--- src/design/rau_pkg.sv ---
// Shared types and codes for the rational arithmetic unit.
// Used by rau_ctrl, rau_dp and rational_arith_unit; no dependencies.
`default_nettype none
package rau_pkg;

  localparam logic [2:0] OP_ADD = 3'd0;
  localparam logic [2:0] OP_SUB = 3'd1;
  localparam logic [2:0] OP_MUL = 3'd2;
  localparam logic [2:0] OP_DIV = 3'd3;
  localparam logic [2:0] OP_CMP = 3'd4;

  localparam logic [1:0] ST_OK   = 2'd0;
  localparam logic [1:0] ST_DIVZ = 2'd1;
  localparam logic [1:0] ST_OVF  = 2'd2;

  localparam logic [1:0] ORD_LT = 2'd0;
  localparam logic [1:0] ORD_EQ = 2'd1;
  localparam logic [1:0] ORD_GT = 2'd2;

  typedef enum logic [1:0] {
    MS_A = 2'd0,
    MS_B = 2'd1,
    MS_C = 2'd2
  } mul_sel_t;

  typedef struct packed {
    logic     load;
    logic     mul_en;
    mul_sel_t mul_sel;
    logic     prep;
    logic     gcd_step;
    logic     div_init;
    logic     div_step;
    logic     fin;
    logic     out_load;
  } dp_cmd_t;

  typedef struct packed {
    logic quick;
    logic gcd_eq;
    logic div_last;
    logic out_free;
  } dp_sts_t;

endpackage
`default_nettype wire

--- src/design/rau_ctrl.sv ---
// Sequencer for the rational arithmetic unit.
// Depends on rau_pkg; drives rau_dp through dp_cmd_t.
`default_nettype none
module rau_ctrl (
  input  wire              clk,
  input  wire              rst,
  input  wire              in_valid,
  output logic             in_stall,
  input  rau_pkg::dp_sts_t sts,
  output rau_pkg::dp_cmd_t cmd
);
  import rau_pkg::*;

  typedef enum logic [8:0] {
    S_IDLE = 9'b000000001,
    S_MUL0 = 9'b000000010,
    S_MUL1 = 9'b000000100,
    S_MUL2 = 9'b000001000,
    S_PREP = 9'b000010000,
    S_GCD  = 9'b000100000,
    S_DIV  = 9'b001000000,
    S_FIN  = 9'b010000000,
    S_DONE = 9'b100000000
  } state_t;

  state_t state, state_next;

  always_ff @(posedge clk) begin
    if (rst) begin
      state <= S_IDLE;
    end else begin
      state <= state_next;
    end
  end

  assign in_stall = (state != S_IDLE);

  always_comb begin
    state_next = state;
    cmd        = '0;
    cmd.mul_sel = MS_A;
    case (state)
      S_IDLE: begin
        if (in_valid) begin
          cmd.load   = 1'b1;
          state_next = S_MUL0;
        end
      end
      S_MUL0: begin
        cmd.mul_en  = 1'b1;
        cmd.mul_sel = MS_A;
        state_next  = S_MUL1;
      end
      S_MUL1: begin
        cmd.mul_en  = 1'b1;
        cmd.mul_sel = MS_B;
        state_next  = S_MUL2;
      end
      S_MUL2: begin
        cmd.mul_en  = 1'b1;
        cmd.mul_sel = MS_C;
        state_next  = S_PREP;
      end
      S_PREP: begin
        cmd.prep   = 1'b1;
        state_next = S_GCD;
      end
      S_GCD: begin
        if (sts.quick) begin
          state_next = S_DONE;
        end else if (sts.gcd_eq) begin
          cmd.div_init = 1'b1;
          state_next   = S_DIV;
        end else begin
          cmd.gcd_step = 1'b1;
        end
      end
      S_DIV: begin
        cmd.div_step = 1'b1;
        if (sts.div_last) begin
          state_next = S_FIN;
        end
      end
      S_FIN: begin
        cmd.fin    = 1'b1;
        state_next = S_DONE;
      end
      S_DONE: begin
        if (sts.out_free) begin
          cmd.out_load = 1'b1;
          state_next   = S_IDLE;
        end
      end
      default: begin
        state_next = S_IDLE;
      end
    endcase
  end

endmodule
`default_nettype wire

--- config.mk ---
export PLATFORM = sky130hd
export DESIGN_NAME = rau_ctrl
export DESIGN_NICKNAME = d
export VERILOG_FILES = /design/src/design/rau_pkg.sv /design/src/design/rau_ctrl.sv
export SDC_FILE = /design/constraint.sdc
export NUM_CORES = 1
export LEC_CHECK = 0
export ABC_AREA = 1
export BUFFER_PORTS_ARGS = -buffer_cell sky130_fd_sc_hd__buf_4
export CORE_MARGIN = 2
export CORE_UTILIZATION = 51
export DETAILED_ROUTE_END_ITERATION = 12
export PLACE_DENSITY = 0.77
export REMOVE_ABC_BUFFERS = 1
export SYNTH_ARGS = -nofsm -noshare
export SYNTH_HDL_FRONTEND = slang
export SYNTH_SLANG_ARGS = --single-unit
export TNS_END_PERCENT = 10
--- constraint.sdc ---
create_clock -name clk -period 1.4 [get_ports clk]
set_input_delay 0.21 -clock clk [delete_from_list [all_inputs] [get_ports clk]]
set_output_delay 0.21 -clock clk [all_outputs]
set_load 0.01 [all_outputs]
==> flow_summary_export.csv <==
group,metric,value,unit
place,routabilityCongestion,0.843,
power_and_ir_drop,leakagePower,0.533,nW
outcome,status,"complete, but fails checks",
synth,synth-seq-cells,9,
timing,rsz0062_at_grt,"yes",
outcome,violations,"setup timing",
hold_path,worstHoldPathType,"in -> reg",
place,dp_hpwl,1450,um
global_route,use_met2,0.384,
die,die_w,41.8,um
final_layout,regArea,193,um^2
power_and_ir_drop,seqPwrFrac,0.236,
setup_path,critPathCaptureType,"output pin",
final_layout,max_flop_register,"state",
final_layout,fin_nets,147,
final_layout,fin_cells,154,
synth,synth-main-ff-cell,"dfxtp_1",
setup_path,max_stage_delay,350,ps
die,fp.dieArea,1740,um^2
setup_path,critical_path_arrival,1360,ps
synth,synth_top_area_share,0.248,
final_layout,top_regs,"state x9",
final_layout,layout-drive-gt1-share,0.489,
drt,first_pass_iters,4,
power_and_ir_drop,intPower,842,uW
synth,synth.top_cells.by_area,"dfxtp_1, nor2_1, nor2_4",
global_route,grt_remaining_overflow,0,
power_and_ir_drop,power.switching,772,uW
drt,routed_wl,2040,um
setup_path,reg2regPathDepth,9,
place,dpl_cell_area,881,um^2
global_route,gr-usage-met3,0.0261,
timing,drv_slew,0,
global_route,track_usage,0.250,
die,die_h,41.8,um
clock_tree,tritoncts,"done",
power_and_ir_drop,p_clk_frac,0.123,
clock_tree,clock_latency,250,ps
setup_path,path_class,"reg -> out",
setup_path,critPathMaxFanout,4,
timing,finalHoldViolCount,0,
clock_tree,path_clk_slew,60,ps
global_route,busiest_layer,"met2",
synth,synth_edf_count,0,
setup_path,cp-start-kind,"register",
clock_tree,cts.path.max_buffers,2,
synth,async_flop_share,0,
drt,vias,814,
run,cap_violations,0,
synth,ys_seq_area_frac,0.248,
final_layout,area_delta_synth_final,43.4,%
synth,netlist_area,727,um^2
synth,netlist_top_cells_count,"nor2_1, inv_1, nand2_1",
setup_path,crit_path_frequent_cell,"nor2_4",
synth,yosys.area.top_type,"dfxtp_1",
setup_path,worstPathRequired,1190,ps
timing,tns,-1240,ps
clock_tree,cts.htree.levels,1,
synth,synthDistinctLibCells,19,
timing,max_slew_margin,0.813,
synth,yosysMostFrequentCell,"nor2_1",
timing,tightest_slew,278,ps
global_route,grt_pass1_vias,797,
power_and_ir_drop,ir_drop,1.11,mV
timing,final.setup_skew,3.71,ps
final_layout,largest_reg_flops,9,
timing,period_needed,1570,ps
power_and_ir_drop,p_sw_frac,0.478,
timing,setup_violations,11,
die,ios,18,
global_route,use_met1,0.347,
clock_tree,cts_buffers,3,
synth,synth.avg_cell_area,6.67,um^2
die,core,1320,um^2
place,placed_cells_incl_taps,142,
drt,wire_per_inst,13.2,um
final_layout,multi_input_area,517,um^2
drt,drt_iter0_drc,22,
final_layout,diodes,0,
synth,ys.warnings.count,0,
global_route,antenna_found_initial,0,
setup_path,crit_slowest_cell,"dfxtp_2",
global_route,grt_max_degree,8,
drt,drc_errors,0,
power_and_ir_drop,finalPower,1.61,mW
hold_path,min_path_cells,2,
final_layout,stdcell_area,1040,um^2
die,start_util,0.552,
timing,fmax,636,MHz
power_and_ir_drop,share_comb_of_total_power,0.640,
drt,drt-vias-per-instance,5.29,
clock_tree,hold_buffers,0,
place,dpl_worst_slack,-30.3,ps
timing,postLayoutSetupSlackWorst,-172,ps
setup_path,path_cells,"nor2_4 > nand3_2 > nor2_4 > nand2_1 > nor2_1 > buf_4",
clock_tree,cts_sinks,9,
timing,post-route-period-util,1.12,
global_route,grt_pass1_wl,3520,um
place,port_buffers,17,
final_layout,fill_cells,98,
clock_tree,clockRootBuffer,"clkbuf_4",
die,rows,13,
power_and_ir_drop,p_per_area,1550,nW/um^2
drt,final_antenna_net_count,0,
synth,syn_inst,109,
[layout make-up]
class                   count  area share
clock buffers               4      0.0252
multi-input cells          79       0.496
repair buffers             26       0.198
flip-flops and latches      9       0.185
inverters                  21      0.0780
well taps                  15      0.0180
[power by group through the flow]
stage | registers, mW | logic, mW | clock network, mW
6_report | 0.381 | 1.03 | 0.199
2_1_floorplan | 0.364 | 0.666 | 0
5_1_grt | 0.385 | 1.14 | 0.212
4_1_cts | 0.378 | 1.01 | 0.197
3_5_place_dp | 0.373 | 0.867 | 0
3_3_place_gp | 0.369 | 0.856 | 0
[layer usage]
metal	share of wire	routed length, um
met1	0.46	936
met2	0.45	919
met5	0	0
met4	0.025	51
met3	0.065	132
[cells by family after synthesis]
| group | after synthesis | synth area share |
|---|---|---|
| flops | 9 | 0.248 |
| buf+inv | 21 | 0.108 |
| simple gates | 77 | 0.627 |
| compound gates | 2 | 0.0172 |
[critical path: cells and delay by family, from the launching register on]
kind,cells,cell delay [ps]
and+or+nand+nor,5,630
buffers and inverters,1,130
DFF,1,350
[placed cells by master, fill, tap and decap left out, drive strengths merged]
cell    netlist  layout
nor4          1       1
nor3b         1       1
nor2         34      34
nor3          2       2
nand4         5       5
dfxtp         9       9
buf           0      26
nand3        15      15
inv          21      21
clkbuf        0       4
nand2        19      19
a211oi        1       1
o21ai         1       1
[path summary, 6_finish.rpt]
path             from       end  slack (ps)
max          state[6]    cmd[3]        -170
min               rst  state[7]         140
max reg2reg  state[1]  state[5]         -30
min reg2reg  state[2]  state[3]         560
[through the flow]
stage | hold WS (ps) | util
after floorplan | 286 | -
after global placement | 412 | 0.669
after detailed placement | 411 | 0.669
after CTS | 141 | 0.786
after global routing | 143 | 0.791
final | 144 | 0.791
[timing repair]
action / CTS / global route
cloned: 0 / 0
gates resized for setup: 22 / 2
pin swaps: 9 / 4
setup endpoints to repair: 11 / 19
setup buffers: 8 / 0
Note: power is estimated with default switching activity, not from simulation.
